File: config.mk
export PLATFORM = sky130hd
export DESIGN_NAME = attribute_mean_stddev_accumulator_top
export DESIGN_NICKNAME = d
export VERILOG_FILES = /design/src/sv/amsa_pkg.sv /design/src/sv/amsa_unit.sv /design/src/sv/attribute_mean_stddev_accumulator_top.sv
export SDC_FILE = /design/constraint.sdc
export NUM_CORES = 2
export LEC_CHECK = 0
export BUFFER_PORTS_ARGS = -buffer_cell sky130_fd_sc_hd__buf_4
export CORE_UTILIZATION = 40
export CTS_CLUSTER_DIAMETER = 150
export CTS_CLUSTER_SIZE = 12
export DETAILED_ROUTE_END_ITERATION = 8
export PLACE_DENSITY_LB_ADDON = 0.3
export SLEW_MARGIN = 20
export SYNTH_ARGS = -nofsm -noshare
export SYNTH_HDL_FRONTEND = slang
export SYNTH_SLANG_ARGS = --single-unit
File: constraint.sdc
create_clock -name clock -period 11.2 [get_ports clock]
set_input_delay 1.12 -clock clock [delete_from_list [all_inputs] [get_ports clock]]
set_output_delay 1.12 -clock clock [all_outputs]
set_load 0.01 [all_outputs]
File: src/sv/amsa_pkg.sv
`timescale 1ns / 1ps
// ----------------------------------------------------------------------------
// amsa_pkg: shared types and constants of the attribute statistics block
// Holds the request and response payload structs, the command struct of the
// shared divide and square-root unit, operation codes and datapath widths.
// ----------------------------------------------------------------------------

package amsa_pkg;

   // Operation codes carried in the request; every other code is a query.
   localparam logic [1:0] OP_ADD    = 2'd0;
   localparam logic [1:0] OP_REMOVE = 2'd1;

   // Accumulator widths: Q24.16 sums and Q32.16 sums of squares.
   localparam int SUM_W = 40;
   localparam int SQ_W  = 48;

   // Square of the absolute sum needs 79 bits (at most 2^78).
   localparam int ACC_W = 79;

   // Shared unit: 64-bit operand register, 34-bit partial remainder,
   // 36-bit compare and subtract, 32-bit root.
   localparam int OPND_W = 64;
   localparam int REM_W  = 34;
   localparam int CMP_W  = 36;
   localparam int ROOT_W = 32;
   localparam int STEP_W = 6;
   localparam int CNT_W  = 16;

   // Step counts of the four passes through the shared unit.
   localparam logic [STEP_W-1:0] MEAN_STEPS = 6'd40;
   localparam logic [STEP_W-1:0] TERM_STEPS = 6'd63;
   localparam logic [STEP_W-1:0] VAR_STEPS  = 6'd47;
   localparam logic [STEP_W-1:0] ROOT_STEPS = 6'd32;

   // Saturation limits of the Q8.16 mean and the unsigned Q7.16 deviation.
   localparam logic [23:0] MEAN_MAX = 24'h7F_FFFF;
   localparam logic [23:0] MEAN_MIN = 24'h80_0000;
   localparam logic [22:0] STD_MAX  = 23'h7F_FFFF;

   // One input item.
   typedef struct packed {
      logic [1:0]         op;
      logic [3:0]         attr_index;
      logic signed [23:0] value;
      logic [15:0]        sample_count;
   } req_type;

   // One result item.
   typedef struct packed {
      logic [3:0]         echo_index;
      logic signed [23:0] mean;
      logic [22:0]        std_dev;
   } rsp_type;

   // Command to the shared divide and square-root unit.
   typedef struct packed {
      logic              start;
      logic              is_sqrt;
      logic [STEP_W-1:0] steps;
      logic [CNT_W-1:0]  divisor;
   } unit_cmd_type;

endpackage

File: src/sv/amsa_unit.sv
`timescale 1ns / 1ps
// ----------------------------------------------------------------------------
// amsa_unit: shared restoring divider and digit-by-digit square root
// One compare and subtract per cycle. Division takes one dividend bit per
// step from a left-aligned operand, so after N steps the operand register
// holds the quotient. The square root takes two radicand bits per step.
// ----------------------------------------------------------------------------

module amsa_unit (
   input  logic                           clock,
   input  logic                           reset,
   input  amsa_pkg::unit_cmd_type         cmd,
   input  logic [amsa_pkg::OPND_W-1:0]    operand,
   output logic                           done,
   output logic [amsa_pkg::OPND_W-1:0]    result
);

   logic                          busy_ff, busy_in;
   logic                          done_ff, done_in;
   logic [amsa_pkg::STEP_W-1:0]   cnt_ff, cnt_in;
   logic                          sqrt_ff, sqrt_in;
   logic [amsa_pkg::CNT_W-1:0]    dvs_ff, dvs_in;
   logic [amsa_pkg::OPND_W-1:0]   dvd_ff, dvd_in;
   logic [amsa_pkg::REM_W-1:0]    rem_ff, rem_in;
   logic [amsa_pkg::ROOT_W-1:0]   root_ff, root_in;

   logic [amsa_pkg::CMP_W-1:0]    r_shift;
   logic [amsa_pkg::CMP_W-1:0]    trial;
   logic [amsa_pkg::CMP_W:0]      diff;
   logic                          ge;

   // Shifted partial remainder and trial value for the current step.
   always_comb begin
      if (sqrt_ff) begin
         r_shift = {rem_ff, dvd_ff[amsa_pkg::OPND_W-1 -: 2]};
         trial   = amsa_pkg::CMP_W'({root_ff, 2'b01});
      end else begin
         r_shift = {1'b0, rem_ff, dvd_ff[amsa_pkg::OPND_W-1]};
         trial   = amsa_pkg::CMP_W'(dvs_ff);
      end
   end

   // The one shared compare and subtract.
   assign diff = {1'b0, r_shift} - {1'b0, trial};
   assign ge   = ~diff[amsa_pkg::CMP_W];

   // Step sequencing.
   always_comb begin
      busy_in = busy_ff;
      done_in = 1'b0;
      cnt_in  = cnt_ff;
      sqrt_in = sqrt_ff;
      dvs_in  = dvs_ff;
      dvd_in  = dvd_ff;
      rem_in  = rem_ff;
      root_in = root_ff;
      if (cmd.start) begin
         busy_in = 1'b1;
         cnt_in  = cmd.steps;
         sqrt_in = cmd.is_sqrt;
         dvs_in  = cmd.divisor;
         dvd_in  = operand;
         rem_in  = '0;
         root_in = '0;
      end else if (busy_ff) begin
         cnt_in = cnt_ff - 1'b1;
         if (cnt_ff == amsa_pkg::STEP_W'(1)) begin
            busy_in = 1'b0;
            done_in = 1'b1;
         end
         rem_in = ge ? diff[amsa_pkg::REM_W-1:0] : r_shift[amsa_pkg::REM_W-1:0];
         if (sqrt_ff) begin
            dvd_in  = {dvd_ff[amsa_pkg::OPND_W-3:0], 2'b00};
            root_in = {root_ff[amsa_pkg::ROOT_W-2:0], ge};
         end else begin
            dvd_in = {dvd_ff[amsa_pkg::OPND_W-2:0], ge};
         end
      end
   end

   // Control registers.
   always_ff @(posedge clock) begin
      if (reset) begin
         busy_ff <= 1'b0;
         done_ff <= 1'b0;
      end else begin
         busy_ff <= busy_in;
         done_ff <= done_in;
      end
   end

   // Datapath registers.
   always_ff @(posedge clock) begin
      cnt_ff  <= cnt_in;
      sqrt_ff <= sqrt_in;
      dvs_ff  <= dvs_in;
      dvd_ff  <= dvd_in;
      rem_ff  <= rem_in;
      root_ff <= root_in;
   end

   assign done   = done_ff;
   assign result = sqrt_ff ? amsa_pkg::OPND_W'(root_ff) : dvd_ff;

endmodule

File: src/sv/attribute_mean_stddev_accumulator_top.sv
`timescale 1ns / 1ps
// ----------------------------------------------------------------------------
// attribute_mean_stddev_accumulator_top: running mean and deviation per attribute
// Keeps a running sum and sum of squares for each attribute, updates them on
// add or remove, and returns the attribute's mean and sample deviation.
// ----------------------------------------------------------------------------
//
//   Channel   Direction  Handshake              Payload
//   req_      in         req_valid / req_ready  amsa_pkg::req_type
//   rsp_      out        rsp_valid / rsp_ready  amsa_pkg::rsp_type
//
// One item at a time; req_ready is high only while the sequencer is idle.
// The path to rsp_valid depends on the item: a count of two or more runs all
// four passes of the shared divide and square-root unit, but a variance that
// clamps to zero skips the last two; a count of one runs only the mean pass,
// a count of zero none, and an index out of range goes straight to the result.
// The unit gives one result bit per cycle over 40, 63, 47 and 32 root steps.
// Reset is synchronous; it clears the sequencer, the result valid flag and the
// per-entry valid bits, so every entry reads as zero until first written.
// A stalled result waits in its register; the block idles again after loading it.

module attribute_mean_stddev_accumulator_top #(
   parameter int ATTRIBUTES = 16
) (
   input  logic              clock,
   input  logic              reset,
   input  logic              req_valid,
   output logic              req_ready,
   input  amsa_pkg::req_type req_data,
   output logic              rsp_valid,
   input  logic              rsp_ready,
   output amsa_pkg::rsp_type rsp_data
);

   localparam int IDX_W = (ATTRIBUTES > 1) ? $clog2(ATTRIBUTES) : 1;

   typedef enum logic [9:0] {
      ST_IDLE   = 10'b00_0000_0001,
      ST_READ   = 10'b00_0000_0010,
      ST_UPDATE = 10'b00_0000_0100,
      ST_ABS    = 10'b00_0000_1000,
      ST_MUL    = 10'b00_0001_0000,
      ST_MEAN   = 10'b00_0010_0000,
      ST_TERM   = 10'b00_0100_0000,
      ST_VAR    = 10'b00_1000_0000,
      ST_ROOT   = 10'b01_0000_0000,
      ST_RESULT = 10'b10_0000_0000
   } state_type;

   state_type                    state_ff, state_in;
   logic [1:0]                   op_ff, op_in;
   logic [3:0]                   echo_ff, echo_in;
   logic [IDX_W-1:0]             idx_ff, idx_in;
   logic [23:0]                  value_ff, value_in;
   logic [23:0]                  abs_v_ff, abs_v_in;
   logic [15:0]                  count_ff, count_in;
   logic [47:0]                  prod_ff, prod_in;
   logic [amsa_pkg::SUM_W-1:0]   sum_ff, sum_in;
   logic [amsa_pkg::SQ_W-1:0]    sumsq_ff, sumsq_in;
   logic [amsa_pkg::SUM_W-1:0]   abs_sum_ff, abs_sum_in;
   logic [amsa_pkg::ACC_W-1:0]   acc_ff, acc_in;
   logic [1:0]                   mcnt_ff, mcnt_in;
   logic                         launched_ff, launched_in;
   logic [46:0]                  work_ff, work_in;
   logic [23:0]                  mean_ff, mean_in;
   logic [22:0]                  std_ff, std_in;
   logic                         rsp_valid_ff, rsp_valid_in;
   amsa_pkg::rsp_type            rsp_ff, rsp_in;

   // Attribute stores, the valid bit of each entry and registered read data.
   logic [amsa_pkg::SUM_W-1:0]   sum_mem [ATTRIBUTES];
   logic [amsa_pkg::SQ_W-1:0]    sq_mem  [ATTRIBUTES];
   logic [ATTRIBUTES-1:0]        valid_ff;
   logic [amsa_pkg::SUM_W-1:0]   rd_sum_ff;
   logic [amsa_pkg::SQ_W-1:0]    rd_sq_ff;
   logic                         rd_valid_ff;

   logic                         in_range;
   logic                         mem_we;
   logic [23:0]                  mul_a, mul_b;
   logic [47:0]                  product;
   logic [amsa_pkg::ACC_W-1:0]   acc_add;
   logic [amsa_pkg::SUM_W-1:0]   cur_sum, v_ext, new_sum;
   logic [amsa_pkg::SQ_W-1:0]    cur_sq, sq_ext, new_sq;
   logic [amsa_pkg::OPND_W-1:0]  term_diff;
   logic [amsa_pkg::SUM_W-1:0]   quot;
   logic                         unit_done;
   logic [amsa_pkg::OPND_W-1:0]  unit_result;
   logic [amsa_pkg::OPND_W-1:0]  unit_operand;
   amsa_pkg::unit_cmd_type       unit_cmd;

   assign req_ready = (state_ff == ST_IDLE);
   assign in_range  = (32'(req_data.attr_index) < ATTRIBUTES);

   // Shared multiplier: the square of the value, then three partial products
   // of the absolute sum split into a high 16-bit and a low 24-bit part.
   always_comb begin
      mul_a = abs_v_ff;
      mul_b = abs_v_ff;
      if (state_ff == ST_MUL) begin
         unique case (mcnt_ff)
            2'd0: begin
               mul_a = abs_sum_ff[23:0];
               mul_b = abs_sum_ff[23:0];
            end
            2'd1: begin
               mul_a = {8'b0, abs_sum_ff[39:24]};
               mul_b = abs_sum_ff[23:0];
            end
            default: begin
               mul_a = {8'b0, abs_sum_ff[39:24]};
               mul_b = {8'b0, abs_sum_ff[39:24]};
            end
         endcase
      end
   end

   assign product = mul_a * mul_b;

   // Weight of the product registered in the previous step.
   always_comb begin
      unique case (mcnt_ff)
         2'd1:    acc_add = amsa_pkg::ACC_W'(prod_ff);
         2'd2:    acc_add = amsa_pkg::ACC_W'(prod_ff) << 25;
         2'd3:    acc_add = amsa_pkg::ACC_W'(prod_ff) << 48;
         default: acc_add = '0;
      endcase
   end

   // Read-modify-write of the addressed entry; an entry never written reads as zero.
   assign cur_sum = rd_valid_ff ? rd_sum_ff : '0;
   assign cur_sq  = rd_valid_ff ? rd_sq_ff : '0;
   assign v_ext   = {{(amsa_pkg::SUM_W-24){value_ff[23]}}, value_ff};
   assign sq_ext  = amsa_pkg::SQ_W'(prod_ff[47:16]);

   always_comb begin
      unique case (op_ff)
         amsa_pkg::OP_ADD: begin
            new_sum = cur_sum + v_ext;
            new_sq  = cur_sq + sq_ext;
            mem_we  = (state_ff == ST_UPDATE);
         end
         amsa_pkg::OP_REMOVE: begin
            new_sum = cur_sum - v_ext;
            new_sq  = cur_sq - sq_ext;
            mem_we  = (state_ff == ST_UPDATE);
         end
         default: begin
            new_sum = cur_sum;
            new_sq  = cur_sq;
            mem_we  = 1'b0;
         end
      endcase
   end

   // Sum of squares less the squared-sum term, as a signed 64-bit value.
   assign term_diff = {{(amsa_pkg::OPND_W-amsa_pkg::SQ_W){sumsq_ff[amsa_pkg::SQ_W-1]}}, sumsq_ff}
                      - unit_result;
   assign quot      = unit_result[amsa_pkg::SUM_W-1:0];

   // Command and left-aligned operand for the shared unit in each pass.
   always_comb begin
      unit_cmd.start   = 1'b0;
      unit_cmd.is_sqrt = 1'b0;
      unit_cmd.steps   = amsa_pkg::MEAN_STEPS;
      unit_cmd.divisor = count_ff;
      unit_operand     = {abs_sum_ff, 24'b0};
      unique case (state_ff)
         ST_MEAN: begin
            unit_cmd.start = ~launched_ff && (count_ff != '0);
         end
         ST_TERM: begin
            unit_cmd.start = ~launched_ff;
            unit_cmd.steps = amsa_pkg::TERM_STEPS;
            unit_operand   = {acc_ff[amsa_pkg::ACC_W-1:16], 1'b0};
         end
         ST_VAR: begin
            unit_cmd.start   = ~launched_ff;
            unit_cmd.steps   = amsa_pkg::VAR_STEPS;
            unit_cmd.divisor = count_ff - 1'b1;
            unit_operand     = {work_ff, 17'b0};
         end
         ST_ROOT: begin
            unit_cmd.start   = ~launched_ff;
            unit_cmd.is_sqrt = 1'b1;
            unit_cmd.steps   = amsa_pkg::ROOT_STEPS;
            unit_operand     = {1'b0, work_ff, 16'b0};
         end
         default: begin
            unit_cmd.start = 1'b0;
         end
      endcase
   end

   amsa_unit u_amsa_unit (
      .clock   (clock),
      .reset   (reset),
      .cmd     (unit_cmd),
      .operand (unit_operand),
      .done    (unit_done),
      .result  (unit_result)
   );

   // Sequencer.
   always_comb begin
      state_in     = state_ff;
      op_in        = op_ff;
      echo_in      = echo_ff;
      idx_in       = idx_ff;
      value_in     = value_ff;
      abs_v_in     = abs_v_ff;
      count_in     = count_ff;
      prod_in      = prod_ff;
      sum_in       = sum_ff;
      sumsq_in     = sumsq_ff;
      abs_sum_in   = abs_sum_ff;
      acc_in       = acc_ff;
      mcnt_in      = mcnt_ff;
      launched_in  = launched_ff | unit_cmd.start;
      work_in      = work_ff;
      mean_in      = mean_ff;
      std_in       = std_ff;
      rsp_in       = rsp_ff;
      rsp_valid_in = rsp_valid_ff & ~rsp_ready;

      unique case (state_ff)
         ST_IDLE: begin
            if (req_valid) begin
               op_in       = req_data.op;
               echo_in     = req_data.attr_index;
               idx_in      = IDX_W'(req_data.attr_index);
               value_in    = req_data.value;
               abs_v_in    = req_data.value[23] ? -req_data.value : req_data.value;
               count_in    = req_data.sample_count;
               mean_in     = '0;
               std_in      = '0;
               launched_in = 1'b0;
               state_in    = in_range ? ST_READ : ST_RESULT;
            end
         end
         ST_READ: begin
            prod_in  = product;
            state_in = ST_UPDATE;
         end
         ST_UPDATE: begin
            sum_in   = new_sum;
            sumsq_in = new_sq;
            state_in = ST_ABS;
         end
         ST_ABS: begin
            abs_sum_in = sum_ff[amsa_pkg::SUM_W-1] ? -sum_ff : sum_ff;
            acc_in     = '0;
            mcnt_in    = '0;
            state_in   = ST_MUL;
         end
         ST_MUL: begin
            prod_in = product;
            acc_in  = acc_ff + acc_add;
            mcnt_in = mcnt_ff + 1'b1;
            if (mcnt_ff == 2'd3) begin
               state_in = ST_MEAN;
            end
         end
         ST_MEAN: begin
            if (count_ff == '0) begin
               state_in = ST_RESULT;
            end else if (launched_ff && unit_done) begin
               launched_in = 1'b0;
               // Truncate toward zero, then saturate to the Q8.16 range.
               if (sum_ff[amsa_pkg::SUM_W-1]) begin
                  mean_in = (quot[amsa_pkg::SUM_W-1:23] != '0) ? amsa_pkg::MEAN_MIN
                                                               : -quot[23:0];
               end else begin
                  mean_in = (quot[amsa_pkg::SUM_W-1:23] != '0) ? amsa_pkg::MEAN_MAX
                                                               : quot[23:0];
               end
               state_in = (count_ff > 16'd1) ? ST_TERM : ST_RESULT;
            end
         end
         ST_TERM: begin
            if (launched_ff && unit_done) begin
               launched_in = 1'b0;
               // A variance that is not positive leaves the deviation at zero.
               if (!term_diff[amsa_pkg::OPND_W-1] && (term_diff != '0)) begin
                  work_in  = term_diff[46:0];
                  state_in = ST_VAR;
               end else begin
                  state_in = ST_RESULT;
               end
            end
         end
         ST_VAR: begin
            if (launched_ff && unit_done) begin
               launched_in = 1'b0;
               work_in     = unit_result[46:0];
               state_in    = ST_ROOT;
            end
         end
         ST_ROOT: begin
            if (launched_ff && unit_done) begin
               launched_in = 1'b0;
               std_in      = (unit_result[amsa_pkg::ROOT_W-1:23] != '0) ? amsa_pkg::STD_MAX
                                                                      : unit_result[22:0];
               state_in    = ST_RESULT;
            end
         end
         ST_RESULT: begin
            if (!rsp_valid_ff || rsp_ready) begin
               rsp_in.echo_index = echo_ff;
               rsp_in.mean       = mean_ff;
               rsp_in.std_dev    = std_ff;
               rsp_valid_in      = 1'b1;
               state_in          = ST_IDLE;
            end
         end
         default: begin
            state_in = ST_IDLE;
         end
      endcase
   end

   // Control registers.
   always_ff @(posedge clock) begin
      if (reset) begin
         state_ff     <= ST_IDLE;
         launched_ff  <= 1'b0;
         rsp_valid_ff <= 1'b0;
      end else begin
         state_ff     <= state_in;
         launched_ff  <= launched_in;
         rsp_valid_ff <= rsp_valid_in;
      end
   end

   // Valid bits of the store entries; reset marks every entry as zero.
   always_ff @(posedge clock) begin
      if (reset) begin
         valid_ff <= '0;
      end else if (mem_we) begin
         valid_ff[idx_ff] <= 1'b1;
      end
   end

   // Attribute stores: written in the update step, read in the read step.
   always_ff @(posedge clock) begin
      if (mem_we) begin
         sum_mem[idx_ff] <= new_sum;
         sq_mem[idx_ff]  <= new_sq;
      end
      if (state_ff == ST_READ) begin
         rd_sum_ff   <= sum_mem[idx_ff];
         rd_sq_ff    <= sq_mem[idx_ff];
         rd_valid_ff <= valid_ff[idx_ff];
      end
   end

   // Datapath registers.
   always_ff @(posedge clock) begin
      op_ff      <= op_in;
      echo_ff    <= echo_in;
      idx_ff     <= idx_in;
      value_ff   <= value_in;
      abs_v_ff   <= abs_v_in;
      count_ff   <= count_in;
      prod_ff    <= prod_in;
      sum_ff     <= sum_in;
      sumsq_ff   <= sumsq_in;
      abs_sum_ff <= abs_sum_in;
      acc_ff     <= acc_in;
      mcnt_ff    <= mcnt_in;
      work_ff    <= work_in;
      mean_ff    <= mean_in;
      std_ff     <= std_in;
      rsp_ff     <= rsp_in;
   end

   assign rsp_valid = rsp_valid_ff;
   assign rsp_data  = rsp_ff;

endmodule

==> results.toml <==
[drt]
routed_wl_um = 353000
first_pass_iters = 9
drc = 2
drtIter0Drc = 8038
vias_per_cell = 5.79
drtAntennaViolNets = 0
num_vias = 76123
drt-wirelength-per-cell_um = 26.8

[final_layout]
syn_to_final_growth_pct = 10.2
final_area_sq_um = 131000
drive_above_1_share_pct = 13.1
num-nets-final = 10171
final_common_cell = "edfxtp_1"
mostFrequentLayoutCells = "edfxtp_1, nand2_1, inv_1, nor2_1, a21oi_1"

[clocking]
cts_hold_buf = 0
cts-resized-gates = 0
cts_sinks = 2151
clkTransAtPathRegs_ns = 0.06
cts_root_buf = "clkbuf_16"
numCtsBuffers = 206
post_cts_buffers = 0
cts_tree = "done"
clkLatencyLatePin_ns = 0.91
h-tree-depth = 4
cts_buffer_depth = 4

[synth]
synth_edf_count = 2055
synth_area_per_cell_sq_um = 13.1
seq_area_frac_synth_pct = 53.6
yosysTopAreaCellShare_pct = 51.9
synth.top_cells.by_area = "edfxtp_1, mux4_2, fa_1"
yosysWarnings = 0
ys_types = 93
yosysTopAreaCell = "edfxtp_1"
async_flop_share_pct = 0
netlist_area_sq_um = 119000
syn-num-nets = 10028
synth_cells = 9042
synthFlopType = "edfxtp_1"
ys_ff_latch = 2151

[setup_path]
reg2regPathDepth = 38
start_kind = "register"
worstPathRequired_ns = 11.79
end_kind = "register"
path_common_cell = "fa_1"
critPathSlowestCell = "fa_1"
reg2reg_to = "prod_ff[47]"
timing.rr.start = "state_ff[9]"
cp_max_fo = 55
worst-setup-path-type = "register to register"
cp.arrival_ns = 11.07
critPathMaxStageDelay_ns = 0.55
r2r_slack_ns = 0.72

[outcome]
violations = "design-rule violations"
status = "complete, but fails checks"

[die]
start_util_pct = 40.3
core_sq_um = 295000
pin_count = 103
die_h_um = 547
die-area_sq_um = 299000
die_w_um = 547
row_count = 199

[flow_run]
drv_cap = 0

[timing]
slew_headroom_pct = 23.9
finalCritPeriodShare_pct = 93.6
finalSetupViolCount = 0
tightest_slew_ns = 1.13
rsz0062_at_grt = "false"
holdWs_ns = 0.394
finalHoldViolations = 0
clock.fmax_mhz = 95.4
final.min_clock_period_ns = 10.48
final.setup.tns_ns = 0
skew_ns = 0.0894
final_max_slew_viol_count = 0

[hold_path]
hold_path_startpoint = "req_data[44]"
worstHoldPathCells = 1
holdPathEnd = "op_ff[0]"
hold_class = "input port to register"

[global_routing]
grt_max_degree = 173
antenna_found_initial = 17
grt-ovfl-total = 0
grt_pass1_wl_um = 518000
grt_pass1_vias = 76566
grt_use_total_pct = 23.4

[place]
port_buffers = 102
place_area_sq_um = 125000
gp_congestion = 1.00
post-dp-hpwl_um = 246000
## state kept, by name, summed over array words and instances (netlist names), 23 cells and up
register	flops
sq_mem	768
sum_mem	640
acc_ff	79
u_amsa_unit.dvd_ff	64
rsp_data	51
prod_ff	48
rd_sq_ff	48
sumsq_ff	48
work_ff	47
abs_sum_ff	40
rd_sum_ff	40
sum_ff	40
u_amsa_unit.rem_ff	34
u_amsa_unit.root_ff	32
mean_ff	24
value_ff	24
abs_v_ff	23
std_ff	23
## metrics by stage
stage	setup WS, ns	util (%)	std cells
after global routing	0.124	44.4	13155
after detailed placement	0.596	42.5	12896
after CTS	0.569	44.4	13153
after floorplan	1.40	-	9042
after global placement	0.696	42.5	12896
final	0.721	44.4	13156
## metal layers
metal / wire length (um) / up-vias / global-route usage (%)
li1: - / 33431 / -
met1: 149000 / 39268 / 32.0
met2: 166000 / 2804 / 37.7
met3: 22100 / 612 / 3.08
met4: 16000 / 8 / 9.44
met5: 69 / - / 0
## logic make-up after synthesis
kind of cell / count (synthesis) / synth area share (%)
xor gates and xnor gates: 405 / 2.99
AOI/OAI and AO/OA: 1574 / 8.39
buffers and inverters: 1124 / 3.55
adders and majority gates: 936 / 12.9
and+or+nand+nor: 2239 / 8.68
muxes: 613 / 9.89
DFF: 2151 / 53.6
## worst max-delay path by stage
stage / startpoint / end / slack (ns) / cells past startpoint
2_1_floorplan: state_ff[6] / prod_ff[47] / 1.40 / 39
3_3_place_gp: state_ff[6] / prod_ff[47] / 0.70 / 37
6_report: state_ff[9] / prod_ff[47] / 0.72 / 38
5_1_grt: state_ff[6] / prod_ff[47] / 0.12 / 38
3_5_place_dp: state_ff[6] / prod_ff[47] / 0.60 / 38
4_1_cts: state_ff[6] / prod_ff[47] / 0.57 / 38
## cell usage after synthesis, drive strengths merged, types with 42 or more instances
cell    count
xnor2     232
a21oi     493
nand4      45
a31oi      74
ha        449
xor2      173
dfxtp      96
o21ai     387
nor3       84
a21o      169
nand2b     94
a222oi     46
nor2      658
buf        59
o31ai      42
fa        487
clkbuf    376
nand3     117
and2      148
o21bai     50
and3       70
edfxtp   2055
o21a       48
a22o       63
mux2i     128
inv       683
mux4      445
nand2     783
nor2b      60
## worst max-delay path, delay by kind of cell (launching register included)
| kind | cells | cell delay [ns] |
|---|---|---|
| and+or+nand+nor | 8 | 2.00 |
| DFF | 1 | 0.36 |
| AOI/OAI and AO/OA | 12 | 2.73 |
| xor gates and xnor gates | 1 | 0.14 |
| buffers and inverters | 9 | 1.20 |
| adders and majority gates | 8 | 3.76 |
## area by class of cell
| type | instances | area [sq um] |
|---|---|---|
| Fill cell | 26289 | 164000 |
| Sequential cell | 2151 | 63600 |
| Multi-Input combinational cell | 5767 | 51400 |
| Clock buffer | 249 | 5340 |
| Tap cell | 3919 | 4900 |
| Timing Repair Buffer | 370 | 2880 |
| Inverter | 689 | 2590 |
| Clock inverter | 8 | 126 |
| Antenna cell | 3 | 7.51 |
Power is not shown: default switching activity piles up to over one toggle a cycle in this logic, so the estimate is an artifact.
